===== src/design/ctpb_pkg.sv =====
// ----------------------------------------------------------------------------
// ctpb_pkg - shared types and constants of the CUC time packet builder
// Widths, register indexes, packet byte positions, the controller to
// datapath command and status types, and the RMAP CRC-8 byte update.
// ----------------------------------------------------------------------------
package ctpb_pkg;

  localparam int BYTE_W       = 8;
  localparam int ET_W         = 56;
  localparam int ET_MAX_BYTES = ET_W / BYTE_W;
  localparam int ET_BYTES_DEF = 7;
  localparam int HDR_BYTES    = 4;
  localparam int POS_W        = 4;
  localparam int CFG_IDX_W    = 2;
  localparam int TCID_W       = 3;

  // configuration register indexes
  localparam logic [CFG_IDX_W-1:0] REG_DEST  = 2'd0;
  localparam logic [CFG_IDX_W-1:0] REG_PROTO = 2'd1;
  localparam logic [CFG_IDX_W-1:0] REG_TCID  = 2'd2;

  // register reset values
  localparam logic [BYTE_W-1:0] RST_DEST  = 8'hFE;
  localparam logic [BYTE_W-1:0] RST_PROTO = 8'hFE;
  localparam logic [TCID_W-1:0] RST_TCID  = 3'd1;

  // header byte positions
  localparam logic [POS_W-1:0] POS_DEST   = 4'd0;
  localparam logic [POS_W-1:0] POS_PROTO  = 4'd1;
  localparam logic [POS_W-1:0] POS_PFIELD = 4'd2;
  localparam logic [POS_W-1:0] POS_PEXT   = 4'd3;

  // reflected form of x^8+x^2+x+1
  localparam logic [BYTE_W-1:0] CRC_POLY_REFL = 8'hE0;

  // controller -> datapath
  typedef struct packed {
    logic             load;  // capture a new request
    logic             emit;  // load the output register with byte at pos
    logic [POS_W-1:0] pos;   // byte position within the packet
    logic             last;  // pos is the CRC byte
  } ctpb_cmd_t;

  // datapath -> controller
  typedef struct packed {
    logic out_free;          // output register can take a byte this cycle
  } ctpb_stat_t;

  // one table entry of the RMAP CRC-8 (entry v), eight narrow shift steps
  function automatic logic [BYTE_W-1:0] crc8_entry(input logic [BYTE_W-1:0] v);
    logic [BYTE_W-1:0] r;
    r = v;
    for (int b = 0; b < BYTE_W; b++) begin
      if (r[0]) begin
        r = (r >> 1) ^ CRC_POLY_REFL;
      end else begin
        r = r >> 1;
      end
    end
    return r;
  endfunction

endpackage


===== src/design/cuc_time_packet_builder_unit.sv =====
// ----------------------------------------------------------------------------
// cuc_time_packet_builder_unit - CUC time packet builder over SpaceWire
// Builds a 12-byte time packet per request (address, protocol id, P-field,
// extended P-field, time bytes, RMAP CRC-8) and sends it one byte a beat.
//
//   channel  dir  signals                         beat
//   s_*      in   tvalid tready tdata tuser       one request
//   m_*      out  tvalid tready tdata tlast       one packet byte
//   cfg_*    in   valid ready index data          one register write
//
// A request is taken first, then ET_BYTES + 5 bytes enter the output
// register one per cycle while m_tready does not stall them, set by the
// byte sequencer in ctpb_ctrl.
// The next request is taken as soon as the CRC byte is in the output
// register. Stalls on m_tready hold the sequencer; cfg_ready is always high.
// Reset restores register defaults and empties the output register.
// ----------------------------------------------------------------------------
module cuc_time_packet_builder_unit
  import ctpb_pkg::*;
#(
  parameter int ET_BYTES = ET_BYTES_DEF
) (
  input  logic                 clk,
  input  logic                 rst,
  // request
  input  logic                 s_tvalid,
  output logic                 s_tready,
  input  logic [ET_W-1:0]      s_tdata,   // [55:0] next_et
  input  logic                 s_tuser,   // [0] init_flag
  // packet bytes
  output logic                 m_tvalid,
  input  logic                 m_tready,
  output logic [BYTE_W-1:0]    m_tdata,   // [7:0] packet_byte
  output logic                 m_tlast,   // last_byte
  // configuration
  input  logic                 cfg_valid,
  output logic                 cfg_ready,
  input  logic [CFG_IDX_W-1:0] cfg_index,
  input  logic [BYTE_W-1:0]    cfg_data
);

  ctpb_cmd_t  cmd;
  ctpb_stat_t stat;

  assign cfg_ready = 1'b1;

  ctpb_ctrl #(
    .ET_BYTES (ET_BYTES)
  ) u_ctrl (
    .clk      (clk),
    .rst      (rst),
    .s_tvalid (s_tvalid),
    .s_tready (s_tready),
    .stat     (stat),
    .cmd      (cmd)
  );

  ctpb_dp #(
    .ET_BYTES (ET_BYTES)
  ) u_dp (
    .clk       (clk),
    .rst       (rst),
    .cfg_wr    (cfg_valid & cfg_ready),
    .cfg_index (cfg_index),
    .cfg_data  (cfg_data),
    .s_tdata   (s_tdata),
    .s_tuser   (s_tuser),
    .m_tvalid  (m_tvalid),
    .m_tready  (m_tready),
    .m_tdata   (m_tdata),
    .m_tlast   (m_tlast),
    .cmd       (cmd),
    .stat      (stat)
  );

  // checks
  a_busy_after_req: assert property (@(posedge clk) disable iff (rst)
    s_tvalid && s_tready |=> !s_tready)
    else $error("request taken while a packet was in progress");

  a_no_emit_idle: assert property (@(posedge clk) disable iff (rst)
    s_tready |-> !cmd.emit)
    else $error("byte emitted with no packet in progress");

  a_idle_after_crc: assert property (@(posedge clk) disable iff (rst)
    cmd.emit && cmd.last |=> s_tready && m_tvalid && m_tlast)
    else $error("sequencer did not end the packet on the CRC byte");

  a_pos_range: assert property (@(posedge clk) disable iff (rst)
    cmd.pos <= POS_W'(HDR_BYTES + ET_BYTES))
    else $error("byte position beyond the packet");

endmodule


===== src/design/ctpb_ctrl.sv =====
// ----------------------------------------------------------------------------
// ctpb_ctrl - packet sequencer
// Takes a request when idle, then steps the byte position once per byte
// that the output register accepts, ending after the CRC byte.
// ----------------------------------------------------------------------------
module ctpb_ctrl
  import ctpb_pkg::*;
#(
  parameter int ET_BYTES = ET_BYTES_DEF
) (
  input  logic       clk,
  input  logic       rst,
  input  logic       s_tvalid,
  output logic       s_tready,
  input  ctpb_stat_t stat,
  output ctpb_cmd_t  cmd
);

  localparam int               PKT_BYTES = HDR_BYTES + ET_BYTES + 1;
  localparam logic [POS_W-1:0] LAST_POS  = POS_W'(PKT_BYTES - 1);

  localparam logic S_IDLE = 1'b0;
  localparam logic S_SEND = 1'b1;

  logic             state;
  logic             state_next;
  logic [POS_W-1:0] pos;
  logic [POS_W-1:0] pos_next;
  logic             accept;

  assign s_tready = (state == S_IDLE);
  assign accept   = s_tvalid & s_tready;

  // commands
  assign cmd.load = accept;
  assign cmd.emit = (state == S_SEND) & stat.out_free;
  assign cmd.pos  = pos;
  assign cmd.last = (pos == LAST_POS);

  // next state
  always_comb begin
    state_next = state;
    pos_next   = pos;
    unique case (state)
      S_IDLE: begin
        if (accept) begin
          state_next = S_SEND;
          pos_next   = '0;
        end
      end
      S_SEND: begin
        if (cmd.emit) begin
          if (cmd.last) begin
            state_next = S_IDLE;
            pos_next   = '0;
          end else begin
            pos_next = pos + POS_W'(1);
          end
        end
      end
      default: begin
        state_next = S_IDLE;
        pos_next   = '0;
      end
    endcase
  end

  always_ff @(posedge clk) begin
    if (rst) begin
      state <= S_IDLE;
      pos   <= '0;
    end else begin
      state <= state_next;
      pos   <= pos_next;
    end
  end

endmodule


===== src/design/ctpb_dp.sv =====
// ----------------------------------------------------------------------------
// ctpb_dp - packet datapath
// Configuration registers, captured request, byte selection, running
// CRC-8 and the output register of the master side.
// ----------------------------------------------------------------------------
module ctpb_dp
  import ctpb_pkg::*;
#(
  parameter int ET_BYTES = ET_BYTES_DEF
) (
  input  logic                 clk,
  input  logic                 rst,
  // configuration
  input  logic                 cfg_wr,
  input  logic [CFG_IDX_W-1:0] cfg_index,
  input  logic [BYTE_W-1:0]    cfg_data,
  // request
  input  logic [ET_W-1:0]      s_tdata,
  input  logic                 s_tuser,
  // result
  output logic                 m_tvalid,
  input  logic                 m_tready,
  output logic [BYTE_W-1:0]    m_tdata,
  output logic                 m_tlast,
  // control
  input  ctpb_cmd_t            cmd,
  output ctpb_stat_t           stat
);

  // unsent top bytes are shifted out of the way at capture
  localparam int ET_SKIP = BYTE_W * (ET_MAX_BYTES - ET_BYTES);

  logic [BYTE_W-1:0] dest_address;
  logic [BYTE_W-1:0] protocol_id;
  logic [TCID_W-1:0] time_code_id;
  logic [ET_W-1:0]   et_sh;
  logic              init_flag;
  logic [BYTE_W-1:0] running_crc;
  logic [BYTE_W-1:0] byte_sel;

  // configuration registers
  always_ff @(posedge clk) begin
    if (rst) begin
      dest_address <= RST_DEST;
      protocol_id  <= RST_PROTO;
      time_code_id <= RST_TCID;
    end else if (cfg_wr) begin
      unique case (cfg_index)
        REG_DEST:  dest_address <= cfg_data;
        REG_PROTO: protocol_id  <= cfg_data;
        REG_TCID:  time_code_id <= cfg_data[TCID_W-1:0];
        default: ;
      endcase
    end
  end

  // byte for the current position
  always_comb begin
    if (cmd.last) begin
      byte_sel = running_crc;
    end else if (cmd.pos == POS_DEST) begin
      byte_sel = dest_address;
    end else if (cmd.pos == POS_PROTO) begin
      byte_sel = protocol_id;
    end else if (cmd.pos == POS_PFIELD) begin
      byte_sel = {1'b1, time_code_id, 4'hF};
    end else if (cmd.pos == POS_PEXT) begin
      byte_sel = {init_flag, 7'd0};
    end else begin
      byte_sel = et_sh[ET_W-1 -: BYTE_W];
    end
  end

  // request capture; time bytes leave from the top of the shifter
  always_ff @(posedge clk) begin
    if (cmd.load) begin
      et_sh     <= s_tdata << ET_SKIP;
      init_flag <= s_tuser;
    end else if (cmd.emit && (cmd.pos >= POS_W'(HDR_BYTES))) begin
      et_sh <= et_sh << BYTE_W;
    end
  end

  // running CRC over every byte before the CRC byte
  always_ff @(posedge clk) begin
    if (rst) begin
      running_crc <= '0;
    end else if (cmd.load) begin
      running_crc <= '0;
    end else if (cmd.emit && !cmd.last) begin
      running_crc <= crc8_entry(running_crc ^ byte_sel);
    end
  end

  // output register
  assign stat.out_free = !m_tvalid | m_tready;

  always_ff @(posedge clk) begin
    if (rst) begin
      m_tvalid <= 1'b0;
    end else if (cmd.emit) begin
      m_tvalid <= 1'b1;
    end else if (m_tready) begin
      m_tvalid <= 1'b0;
    end
  end

  always_ff @(posedge clk) begin
    if (cmd.emit) begin
      m_tdata <= byte_sel;
      m_tlast <= cmd.last;
    end
  end

endmodule


===== config.mk =====
export PLATFORM = sky130hd
export DESIGN_NAME = cuc_time_packet_builder_unit
export DESIGN_NICKNAME = d
export VERILOG_FILES = /design/src/design/ctpb_pkg.sv /design/src/design/cuc_time_packet_builder_unit.sv /design/src/design/ctpb_ctrl.sv /design/src/design/ctpb_dp.sv
export SDC_FILE = /design/constraint.sdc
export NUM_CORES = 1
export LEC_CHECK = 0
export BUFFER_PORTS_ARGS = -buffer_cell sky130_fd_sc_hd__buf_2
export CAP_MARGIN = 20
export CORE_MARGIN = 3
export CORE_UTILIZATION = 50
export DETAILED_ROUTE_END_ITERATION = 12
export PLACE_DENSITY_LB_ADDON = 0.15
export SETUP_SLACK_MARGIN = 0.3
export SLEW_MARGIN = 20
export SYNTH_ARGS = -nofsm -noshare
export SYNTH_HDL_FRONTEND = slang
export SYNTH_HIERARCHICAL = 1
export SYNTH_SLANG_ARGS = --single-unit

===== constraint.sdc =====
create_clock -name clk -period 2.6 [get_ports clk]
set_input_delay 0.39 -clock clk [delete_from_list [all_inputs] [get_ports clk]]
set_output_delay 0.39 -clock clk [all_outputs]
set_load 0.02 [all_outputs]

## Yosys cells after proc, flatten, opt, wreduce, memory -nomap -nowiden

Index checks and enable logic that the tools add are counted.
Widths: inputs -> output; s select.

- Register bits after elaboration: 99
- Input bits: 72
- Output and inout port bits: 12
- Logic and storage cells: 93

- Add/sub/neg operators: 1
- $lt $le $gt $ge: 1
- Eq/ne operators: 8
- Mux-type cells: 46
- Bitwise logic cells: 13
- Reduce and logical (&&, ||, !) cells: 13

Operator list:

| kind | number |
|---|---|
| $mux 8 | 34 |
| $mux 56 | 2 |
| $not 2->3 | 8 |
| $mux 4 | 3 |
| $eq 4x2->1 const B | 2 |
| $pmux 4 s2 | 1 |
| $reduce_and 2->1 | 4 |
| $xor 8x8->8 | 1 |
| $mux 1 | 5 |
| $add 4x1->4 const B | 1 |
| $eq 4x1->1 const B | 1 |
| $eq 4x4->1 const B | 1 |
| $ge 4x3->1 const B | 1 |
| $logic_not 4->1 | 1 |
| $reduce_bool 2->1 | 2 |
| $and 1x1->1 | 2 |
| $eq 2x1->1 const B | 1 |
| $eq 2x2->1 const B | 1 |
| $logic_and 1x1->1 | 2 |
| $logic_not 1->1 | 2 |
| $logic_not 2->1 | 1 |
| $ne 2x1->1 const B | 1 |
| $ne 2x2->1 const B | 1 |
| $pmux 1 s2 | 1 |
| 3 further kinds | 3 |

## Depth between registers and ports, before layout

Gate-level depths: netlist (run 1).

- Word-level depth: 44
- Depth in mapped cells: 9
- Mapped depth without buffers: 8

## Hierarchy

The synthesis (run 1) kept the hierarchy.

Modules (own cells, without submodules):

| module | times used | cells an instance | area an instance (um^2) | sequential area each (um^2) |
|---|---|---|---|---|
| ctpb_dp | 1 | 328 | 4390.5 | 2542.4 |
| ctpb_ctrl | 1 | 30 | 260.2 | 100.1 |
| cuc_time_packet_builder_unit | 1 | 2 | 11.3 | 0.0 |

## Worst setup path before layout (run 1)

No wires, ideal clock.

- Kind: input to register
- Start point: input port m_tready
- End point: register u_dp.et_sh[0], enable pin
- Library setup time: 0.412 ns
- Arrival time: 2.164 ns
- Data required time: 2.188 ns
- Setup slack: 0.024 ns
- Stages on the path: 4
- Path buffers: 0
- Cells stage by stage: nand2b_1 nand2_2 inv_1 a21o_1

RTL lines:

| element | RTL line | RTL |
|---|---|---|
| start, declared | cuc_time_packet_builder_unit.sv:32 | `input logic m_tready,` |
| end signal, assigned | ctpb_dp.sv:77 | `et_sh <= s_tdata << ET_SKIP;` |
| end signal, assigned | ctpb_dp.sv:80 | `et_sh <= et_sh << BYTE_W;` |
| end, declared | ctpb_dp.sv:36 | `logic [ET_W-1:0] et_sh;` |

## Worst setup path in the final report (run 1)

- Start point: register u_ctrl.pos[1]
- End point: register u_dp.running_crc[4]

- Cells in the longest elaborated chain, start to end: 38
- Elaborated cells on any way between the ends: 45
- Classes of those cells: eq/ne (4); mux (34); bitwise (4); reduce/logical (3)

Ends and longest elaborated chain:

| element | RTL line | RTL |
|---|---|---|
| start, declared | ctpb_ctrl.sv:27 | `logic [POS_W-1:0] pos;` |
| start signal, assigned | ctpb_ctrl.sv:74 | `pos <= pos_next;` |
| $eq 4x2->1 | ctpb_dp.sv:67 | `end else if (cmd.pos == POS_PEXT) begin` |
| $mux 8 | ctpb_dp.sv:67 |  |
| $mux 8 | ctpb_dp.sv:65 | `end else if (cmd.pos == POS_PFIELD) begin` |
| $mux 8 | ctpb_dp.sv:63 | `end else if (cmd.pos == POS_PROTO) begin` |
| $mux 8 | ctpb_dp.sv:61 | `end else if (cmd.pos == POS_DEST) begin` |
| $mux 8 | ctpb_dp.sv:59 | `if (cmd.last) begin` |
| $xor 8x8->8 | ctpb_dp.sv:91 | `running_crc <= crc8_entry(running_crc ^ byte_sel);` |
| $mux 8 | ctpb_pkg.sv:54 | `if (r[0]) begin` |
| (+22 left out) | - |  |
| $mux 8 | ctpb_dp.sv:88 | `end else if (cmd.load) begin` |
| $mux 8 | ctpb_dp.sv:86 | `if (rst) begin` |
| $not 2->3 (no source line) | - |  |
| $mux 8 | ctpb_pkg.sv:54 |  |
| $mux 8 | ctpb_dp.sv:90 | `end else if (cmd.emit && !cmd.last) begin` |
| $mux 8 | ctpb_dp.sv:88 |  |
| $mux 8 | ctpb_dp.sv:86 |  |
| $mux 8 | ctpb_pkg.sv:54 |  |
| end signal, assigned | ctpb_dp.sv:91 |  |
| end, declared | ctpb_dp.sv:38 | `logic [BYTE_W-1:0] running_crc;` |

Parallel ways exist; a longest one is shown, timed or not. The select of a mux whose other input is x is not followed.
A chain may end at the register's enable or synchronous reset.

==> results of run 1 <==
[worst register-to-register path, cell delays in order, from the launching register on]
cell and delay [ns]:
dfxtp_4 0.43, mux2_2 0.35, a221o_1 0.33, o21ai_2 0.11
xnor2_1 0.15, xnor3_1 0.46, mux2i_1 0.20, mux2i_1 0.19
[registers in the layout (all words and copies together), names as in the netlist]
name,count
u_dp/et_sh,56
u_dp/dest_address,8
u_dp/m_tdata,8
u_dp/protocol_id,8
u_dp/running_crc,8
u_ctrl/pos,4
u_dp/time_code_id,3
u_ctrl/state,1
u_dp/init_flag,1
u_dp/m_tlast,1
u_dp/m_tvalid,1
[stage by stage]
| stage | hold WS (ns) | area (um2) | instances | power (mW) |
|---|---|---|---|---|
| after floorplan | 0.4298 | 4663 | 360 | 2.318 |
| after global placement | 0.4454 | 5190 | 538 | 2.454 |
| after detailed placement | 0.4522 | 5190 | 538 | 2.472 |
| after CTS | 0.1896 | 5393 | 554 | 3.435 |
| after global routing | 0.1751 | 5425 | 557 | 3.570 |
| final | 0.2079 | 5425 | 557 | 3.409 |
[area by class of cell]
type / instances / area (um2) / area share
Sequential cell: 99 / 2650 / 0.4885
Multi-Input combinational cell: 231 / 1892 / 0.3487
Timing Repair Buffer: 92 / 514.2 / 0.09479
Tap cell: 108 / 135.1 / 0.02491
Clock buffer: 10 / 127.6 / 0.02352
Clock inverter: 6 / 65.06 / 0.01199
Inverter: 11 / 41.29 / 0.007611
[worst paths after layout]
path,startpoint,to,slack (ns),depth (start not counted)
min,s_tuser,u_dp/init_flag,0.21,1
max reg2reg,u_ctrl/pos[1],u_dp/running_crc[4],0.32,7
min reg2reg,u_dp/protocol_id[0],u_dp/protocol_id[0],0.47,2
max,u_ctrl/pos[1],u_dp/running_crc[4],0.32,7
[report_power, final]
group | internal, mW | leakage (nW) | switching, mW | total (mW)
registers | 1.80 | 0.896 | 0.0486 | 1.85
logic | 0.325 | 1.11 | 0.266 | 0.592
clock network | 0.381 | 0.0985 | 0.586 | 0.967
[layer usage]
layer	vias up	share of wire	track usage	routed length [um]
met5	-	0.00080	0	7
met2	93	0.48	0.2900	4262
met1	1382	0.42	0.2187	3722
li1	1469	-	-	-
met3	8	0.080	0.07442	706
met4	2	0.011	0.04743	96
[what timing repair did]
action	4_1_cts	5_1_grt
setup endpoints to repair	6	7
resized for setup	4	5
setup buffers	0	3
pin swaps	1	3
hold buffers	0	0
[kinds of logic (layout without fill, tap and decap cells)]
family	after synthesis	after routing	synth area share
compound gates	48	48	0.07623
xor+xnor	16	16	0.05744
fa+ha+maj	1	1	0.002683
buf+inv	30	119	0.02952
flops	99	99	0.5668
mux	61	61	0.1447
other cells	1	1	0.0008044
simple gates	104	104	0.1219
[cells in the mapped netlist, drive strengths merged (2+ instances only)]
library cell | count | share of area
edfxtp | 66 | 0.43
and3b | 2 | 0.0040
xor2 | 3 | 0.0072
inv | 11 | 0.0089
nand2 | 33 | 0.027
buf | 10 | 0.013
mux2i | 10 | 0.021
nor2 | 14 | 0.011
xor3 | 2 | 0.010
nor3b | 2 | 0.0032
dfxtp | 33 | 0.14
nand2b | 3 | 0.0040
a21oi | 15 | 0.018
nor3 | 3 | 0.0056
nand3b | 11 | 0.018
xnor3 | 6 | 0.029
nor2b | 11 | 0.015
nand3 | 4 | 0.0043
and2 | 9 | 0.012
xnor2 | 5 | 0.011
or2 | 3 | 0.0040
or3 | 5 | 0.0070
o21ai | 11 | 0.012
a211o | 8 | 0.015
o22ai | 2 | 0.0027
mux2 | 51 | 0.12
clkbuf | 9 | 0.0072
o31ai | 2 | 0.0062
==> flow_summary_export.csv, run 1 <==
group,metric,value,unit
status,outcome,"finished, final reports clean",
detailed_routing,postRouteAntennaNets,0,
worst_setup_path,crit_arrival,2.57,ns
placement,pre_cts_slack,0.1683,ns
floorplan,die_w,102.6,um
detailed_routing,first_pass_iters,4,
placement,dpl.hpwl,6252,um
detailed_routing,drt-wirelength-per-cell,15.79,um
worst_setup_path,cp_cell_sequence,"mux2_2 > a221o_1 > o21ai_2 > xnor2_1 > xnor3_1 > mux2i_1 > mux2i_1",
power_and_ir_drop,powerDensity,628.4,mW/mm2
finish,drive_gt1_frac,0.3987,
worst_setup_path,cp-end-kind,"flop",
finish,area_growth_syn_to_layout,16.37,%
finish,final_common_cell,"buf_2",
logic_synthesis,synth-edff-count,66,
floorplan,dieHeight,102.6,um
global_route,track_usage,0.1777,
floorplan,initial_core_util,0.5243,
clock_tree,clockBufferDepth,2,
logic_synthesis,synth_ff_type,"edfxtp_1",
worst_setup_path,start_kind,"flop",
sta,hold_viol_final,0,
logic_synthesis,avgSynthCellArea,12.95,um2
floorplan,num_rows,34,
clock_tree,cts-buffers-inserted,9,
detailed_routing,num_vias,2954,
worst_setup_path,slowest_delay,0.46,ns
global_route,overflow,0,
finish,utilization,0.6102,
detailed_routing,drtIter0Drc,123,
worst_setup_path,cp_slowest_cell,"xnor3_1",
sta,slew_violations,0,
global_route,grt_max_degree,57,
power_and_ir_drop,irDropWorstVdd,0.3307,mV
finish,final_cell_mix,"buf_2, edfxtp_1, mux2_2",
logic_synthesis,synth_cell_types,57,
clock_tree,cts_sinks,99,
clock_tree,insertion_delay,0.36,ns
min_path,holdCritPathClass,"primary input to flop",
worst_setup_path,crit_top_cell,"mux2i_1",
logic_synthesis,netlist_instances,360,
worst_setup_path,path_max_fanout,11,
clock_tree,clkTransAtPathRegs,0.10,ns
finish,num-fill-cells,739,
sta,post-route-period-util,0.8763,
finish,n_antenna_cell,0,
worst_setup_path,path_buf_inv,0,
sta,fin_ws,0.3216,ns
logic_synthesis,seq_area_frac_synth,0.5668,
flow_run,maxCapViolations,0,
detailed_routing,via_per_inst,5.303,
sta,rsz0062_at_grt,"true",
floorplan,dieArea,0.01052,mm2
worst_setup_path,critical_path.top_delay_family,"multiplexers",
floorplan,core_area,0.008891,mm2
finish,final_nets,517,
placement,io_buffer_count,82,
logic_synthesis,synthesis.area,0.004662,mm2
global_route,grt_pass1_wl,14280,um
worst_setup_path,critPathRequiredTime,2.89,ns
sta,tns,0,ns
logic_synthesis,synth_warnings,6,
logic_synthesis,synth_nets,433,
power_and_ir_drop,leakagePower,2.107,nW
worst_setup_path,crit_type,"flop to flop",
placement,routabilityCongestion,0.8617,
sta,fin_worst_skew,0.01165,ns
logic_synthesis,async_reset_ff_frac,0,
floorplan,ios,84,
sta,max_freq,438.9,MHz
sta,period_minus_slack,2.278,ns
detailed_routing,wl,8795,um
clock_tree,cts-root-buf,"clkbuf_8",
clock_tree,h-tree-depth,3,
global_route,antenna_found_initial,1,
detailed_routing,route.detailed.drc,0,
logic_synthesis,ys_ff_latch,99,
clock_tree,cts_tree,"yes",
sta,setup_viol,0,
global_route,first_global_vias,2897,
(Power assumes the default switching activity.)
==> inputs of run 2 (changes only) <==
--- a/config.mk
+++ b/config.mk
@@ -8,10 +8,10 @@
 export BUFFER_PORTS_ARGS = -buffer_cell sky130_fd_sc_hd__buf_2
 export CAP_MARGIN = 20
 export CORE_MARGIN = 3
-export CORE_UTILIZATION = 50
+export CORE_UTILIZATION = 56
 export DETAILED_ROUTE_END_ITERATION = 12
 export PLACE_DENSITY_LB_ADDON = 0.15
-export SETUP_SLACK_MARGIN = 0.3
+export SETUP_SLACK_MARGIN = 0.2
 export SLEW_MARGIN = 20
 export SYNTH_ARGS = -nofsm -noshare
 export SYNTH_HDL_FRONTEND = slang
==> constraint.sdc (replaced) <==
create_clock -name clk -period 2.3 [get_ports clk]
set_input_delay 0.345 -clock clk [delete_from_list [all_inputs] [get_ports clk]]
set_output_delay 0.345 -clock clk [all_outputs]
set_load 0.02 [all_outputs]
==> run 2 against run 1 <==
  * Setup slack got worse by 0.23 ns
  * Critical endpoint is now u_dp/running_crc[5]
  * Sequential cell count unchanged
  * Highest routed layer is now met4
  * Design area increased by 4.5%
  * Fmax rose by 3.1%
  * Critical path type unchanged
  * Largest cell class unchanged
  * Combinational power rose by 31%
==> flow_summary_export.csv, run 2 (same netlist as run 1, synthesis figures left out) <==
group,metric,value,unit
status,outcome,"finished, final reports clean",
power_and_ir_drop,leakagePower,2.226,nW
finish,final_nets,536,
floorplan,ios,84,
finish,area_growth_syn_to_layout,21.61,%
power_and_ir_drop,clkPwrFrac,0.266,
sta,tns,0,ns
detailed_routing,drt-wirelength-per-cell,16.55,um
global_route,antenna_found_initial,0,
finish,regArea,0.002650,mm2
detailed_routing,route.detailed.drc,0,
power_and_ir_drop,powerDensity,689.6,mW/mm2
placement,placed_cells,541,
clock_tree,h-tree-depth,3,
finish,largest_register_ffs,56,
flow_run,maxCapViolations,0,
clock_tree,clockBufferDepth,2,
power_and_ir_drop,p_int,2.887,mW
floorplan,num_rows,32,
finish,final_cell_mix,"buf_2, edfxtp_1, mux2_2",
min_path,holdCritPathClass,"primary input to flop",
finish,num-fill-cells,557,
sta,max_freq,452.5,MHz
global_route,track_usage,0.1982,
finish,multi_input_area,0.001988,mm2
sta,period_minus_slack,2.210,ns
sta,post-route-period-util,0.9609,
placement,routabilityCongestion,0.8568,
worst_setup_path,start_kind,"flop",
finish,design_area,0.005669,mm2
floorplan,dieArea,0.009456,mm2
clock_tree,cts_tree,"yes",
clock_tree,cts-buffers-inserted,9,
finish,top_register,"u_dp/et_sh",
global_route,grt_max_degree,57,
clock_tree,holdBufCountCts,0,
detailed_routing,via_per_inst,5.439,
placement,dpl.hpwl,6444,um
global_route,first_global_vias,3199,
finish,final_common_cell,"buf_2",
floorplan,dieHeight,97.24,um
sta,setup_viol,0,
sta,hold_viol_final,0,
global_route,overflow,0,
worst_setup_path,crit_type,"flop to flop",
global_route,grt_pass1_wl,14950,um
detailed_routing,wl,9415,um
sta,holdWs,0.1532,ns
placement,pre_cts_slack,0.08506,ns
finish,stdcell_count,569,
detailed_routing,drtIter0Drc,148,
detailed_routing,postRouteAntennaNets,0,
floorplan,initial_core_util,0.5911,
power_and_ir_drop,irDropWorstVdd,0.4454,mV
sta,fin_worst_skew,0.01114,ns
detailed_routing,num_vias,3095,
sta,rsz0062_at_grt,"true",
worst_setup_path,crit_arrival,2.48,ns
clock_tree,insertion_delay,0.36,ns
clock_tree,clkTransAtPathRegs,0.10,ns
power_and_ir_drop,p_switching,1.023,mW
finish,n_antenna_cell,0,
placement,io_buffer_count,82,
clock_tree,cts_sinks,99,
worst_setup_path,critPathRequiredTime,2.57,ns
finish,drive_gt1_frac,0.4647,
sta,slew_violations,0,
floorplan,core_area,0.007888,mm2
power_and_ir_drop,p_comb_frac,0.198,
worst_setup_path,cp-end-kind,"flop",
power_and_ir_drop,seq_power_share,0.536,
clock_tree,cts-root-buf,"clkbuf_8",
sta,fin_ws,0.09003,ns
worst_setup_path,path_max_fanout,6,
floorplan,die_w,97.24,um
placement,placed_cell_area,0.005290,mm2
detailed_routing,first_pass_iters,5,
power_and_ir_drop,switching_share,0.2616,
run 2: cell count changes in the layout (fill, tap and decap cells not counted), sizes merged:
| cell | delta |
|---|---|
| inv | -2 |
| buf | +19 |
| clkbuf | -1 |
| clkinvlp | +2 |
run 2: stage by stage:
stage               total power, mW  utilization
floorplan                     2.622            -
global placement              2.791       0.6707
CTS                           3.880       0.7045
global route                  4.086       0.7188
detailed placement            2.819       0.6707
finish                        3.910       0.7188
run 2: routing by layer:
metal  share of wire  global-route usage  routed length, um  vias to the layer above
met5               0                   0                  0                        -
met2            0.51              0.3418               4774                      104
met1            0.39              0.2283               3702                     1450
met4           0.032             0.07135                300                        0
li1                -                   -                  -                     1513
met3           0.068             0.06963                638                       28
run 2: critical path, cell delays in order, from the launching register on:
cell       delay [ns]
dfxtp_2          0.33
or2_4            0.29
a221oi_2         0.23
a2bb2oi_2        0.27
xnor2_2          0.15
xnor3_1          0.47
xnor2_1          0.15
o31ai_1          0.24
run 2: power groups by stage:
| stage | combinational (mW) | sequential (mW) | clock, mW |
|---|---|---|---|
| after floorplan | 0.492 | 2.13 | 0 |
| after global placement | 0.662 | 2.13 | 0 |
| after detailed placement | 0.683 | 2.14 | 0 |
| after CTS | 0.712 | 2.10 | 1.07 |
| after global routing | 0.837 | 2.11 | 1.14 |
| final | 0.774 | 2.10 | 1.04 |
run 2: final cells by class:
type,instances,share of cell area
timing repair buffer,111,0.1196
tap,102,0.02251
clock buffer,9,0.02185
multi-input combinational,231,0.3507
sequential,99,0.4674
inverter,11,0.007283
clock inverter,6,0.01059
run 2: path summary, 6_finish.rpt:
path,cells after the start,start,slack (ns),endpoint
max,7,u_ctrl/pos[2],0.09,u_dp/running_crc[5]
min,1,s_tuser,0.15,u_dp/init_flag
max reg2reg,7,u_ctrl/pos[2],0.09,u_dp/running_crc[5]
min reg2reg,2,u_dp/protocol_id[0],0.48,u_dp/protocol_id[0]
run 2: repair_timing:
action / 4_1_cts / 5_1_grt
gates resized for setup: 13 / 14
pin swaps: 7 / 17
setup endpoints to repair: 6 / 8
buffers inserted: 5 / 8
==> inputs of run 3 (changes only) <==
--- a/config.mk
+++ b/config.mk
@@ -11,6 +11,7 @@
 export CORE_UTILIZATION = 56
 export DETAILED_ROUTE_END_ITERATION = 12
 export PLACE_DENSITY_LB_ADDON = 0.15
+export REMOVE_ABC_BUFFERS = 1
 export SETUP_SLACK_MARGIN = 0.2
 export SLEW_MARGIN = 20
 export SYNTH_ARGS = -nofsm -noshare
==> run 3 against run 2 <==
  * Setup slack worse by 0.035 ns
  * Via count is 1.0% lower
  * Sequential share of layout area is 0.60 points higher
  * Total power is 1.8% lower
  * Sequential cell count stayed put
  * Clock skew grew 0.0033 ns
  * Cell count down 1.2%
  * Register-to-register slack worse by 0.04 ns
  * Sequential power hardly changed
  * Wire length is 6.1% lower
  * Fmax decreased by 1.6%
  * Critical path type unchanged
  * Largest power group unchanged
==> flow_summary_export.csv, run 3 (same netlist as run 1, synthesis figures left out) <==
group,metric,value,unit
placement,pre_cts_slack,0.04172,ns
sta,setup_viol,0,
clock_tree,insertion_delay,0.36,ns
sta,period_minus_slack,2.245,ns
finish,multi_input_area,0.001988,mm2
sta,fin_ws,0.05473,ns
floorplan,core_area,0.007888,mm2
finish,final_common_cell,"buf_2",
power_and_ir_drop,irDropWorstVdd,0.4801,mV
detailed_routing,drt-wirelength-per-cell,15.73,um
clock_tree,cts-root-buf,"clkbuf_8",
worst_setup_path,critPathRequiredTime,2.60,ns
floorplan,ios,84,
detailed_routing,wl,8839,um
detailed_routing,wl_met1,3585,um
min_path,holdPathEnd,"u_dp/init_flag",
detailed_routing,highest_layer,"met4",
sta,hold_viol_final,0,
global_route,antenna_found_initial,0,
finish,drive_gt1_frac,0.4630,
min_path,holdCritPathClass,"primary input to flop",
clock_tree,h-tree-depth,3,
finish,utilization,0.7103,
power_and_ir_drop,leakagePower,2.190,nW
finish,n_antenna_cell,0,
flow_run,maxCapViolations,0,
worst_setup_path,r2r_cells,8,
finish,stdcell_count,562,
clock_tree,cts_sinks,99,
global_route,overflow,0,
detailed_routing,drtIter0Drc,115,
worst_setup_path,crit_arrival,2.54,ns
placement,placed_cells,537,
finish,regArea,0.002653,mm2
clock_tree,cts_tree,"yes",
finish,area_growth_syn_to_layout,20.18,%
floorplan,dieArea,0.009456,mm2
finish,final_nets,529,
power_and_ir_drop,powerDensity,685.5,mW/mm2
floorplan,num_rows,32,
global_route,grt_max_degree,57,
clock_tree,cts-buffers-inserted,9,
detailed_routing,first_pass_iters,4,
sta,post-route-period-util,0.9762,
worst_setup_path,r2r_setup_slack,0.05,ns
worst_setup_path,crit_type,"flop to flop",
worst_setup_path,r2r_start,"u_ctrl/pos[1]",
detailed_routing,wl_met2,4405,um
clock_tree,clkTransAtPathRegs,0.10,ns
finish,largest_register_ffs,56,
floorplan,die_w,97.24,um
sta,tns,0,ns
min_path,min_path_cells,1,
placement,io_buffer_count,82,
sta,rsz0062_at_grt,"true",
detailed_routing,via_per_inst,5.450,
sta,fin_worst_skew,0.01444,ns
status,outcome,"finished, final reports clean",
finish,num-fill-cells,558,
global_route,first_global_vias,3104,
detailed_routing,route.met3.wl,714,um
detailed_routing,num_vias,3063,
sta,slew_violations,0,
global_route,track_usage,0.1917,
worst_setup_path,start_kind,"flop",
finish,final_cell_mix,"buf_2, edfxtp_1, mux2_2",
worst_setup_path,cp-end-kind,"flop",
floorplan,initial_core_util,0.5911,
min_path,min_from,"s_tuser",
floorplan,dieHeight,97.24,um
placement,dpl.hpwl,6015,um
finish,top_register,"u_dp/et_sh",
clock_tree,clockBufferDepth,2,
worst_setup_path,path_max_fanout,4,
detailed_routing,postRouteAntennaNets,0,
global_route,grt_pass1_wl,14480,um
worst_setup_path,r2r_end,"u_dp/running_crc[4]",
sta,max_freq,445.4,MHz
placement,routabilityCongestion,0.8811,
detailed_routing,route.detailed.drc,0,
[run 3: cell count changes in the layout (fill, tap and decap cells not counted), moves of 2 or more]
cell,before,now
buf_4,25,17
nor2b_2,2,0
buf_6,0,3
buf_12,4,2
inv_6,2,4
[run 3: final cells by class]
class	count	share of cell area
Sequential cell	99	0.4734
Multi-Input combinational cell	231	0.3548
Timing Repair Buffer	104	0.1092
Tap cell	102	0.02278
Clock buffer	9	0.02211
Clock inverter	6	0.009603
Inverter	11	0.008039
[run 3: stage by stage]
step / area [um2] / total power [mW] / hold slack [ns]
finish: 5603 / 3.841 / 0.1619
global route: 5603 / 4.026 / 0.1307
CTS: 5469 / 3.827 / 0.1439
detailed placement: 5220 / 2.789 / 0.4528
global placement: 5220 / 2.771 / 0.4519
floorplan: 4566 / 2.605 / 0.4141
[run 3: where the power goes]
group	internal [mW]	switching (mW)
registers	2.04	0.0557
clock network	0.411	0.620
logic	0.400	0.317
total	2.85	0.993
[run 3: how the worst max path moves through the flow]
stage                        startpoint                   to  slack (ns)  depth (start not counted)
after floorplan            u_ctrl/state        u_dp/et_sh[0]       -0.51                          2
after global placement    u_ctrl/pos[2]  u_dp/running_crc[4]        0.13                          7
after detailed placement  u_ctrl/pos[0]  u_dp/running_crc[4]        0.04                          7
after CTS                 u_ctrl/pos[3]  u_dp/running_crc[6]        0.10                          7
after global routing      u_ctrl/pos[1]  u_dp/running_crc[4]       -0.06                          8
final                     u_ctrl/pos[1]  u_dp/running_crc[4]        0.05                          8
[run 3: worst max-delay path, stage by stage, from the launching register on]
cell and delay [ns]:
dfxtp_4 0.37, buf_6 0.11, nor2b_4 0.12, a221oi_2 0.24, a2bb2oi_2 0.27, xnor2_2 0.17
xnor3_1 0.48, mux2i_1 0.23, mux2i_1 0.20
[run 3: layer usage]
| metal | GRT usage | up-vias |
|---|---|---|
| met5 | 0 | - |
| met4 | 0.06070 | 0 |
| met3 | 0.08471 | 10 |
| met2 | 0.3121 | 92 |
| met1 | 0.2296 | 1466 |
| li1 | - | 1495 |
[run 3: repair_timing]
item | CTS | global route
setup endpoints to repair | 6 | 8
buffers inserted | 5 | 5
pin swaps | 5 | 19
hold buffers | 0 | 0
gates resized for setup | 13 | 24
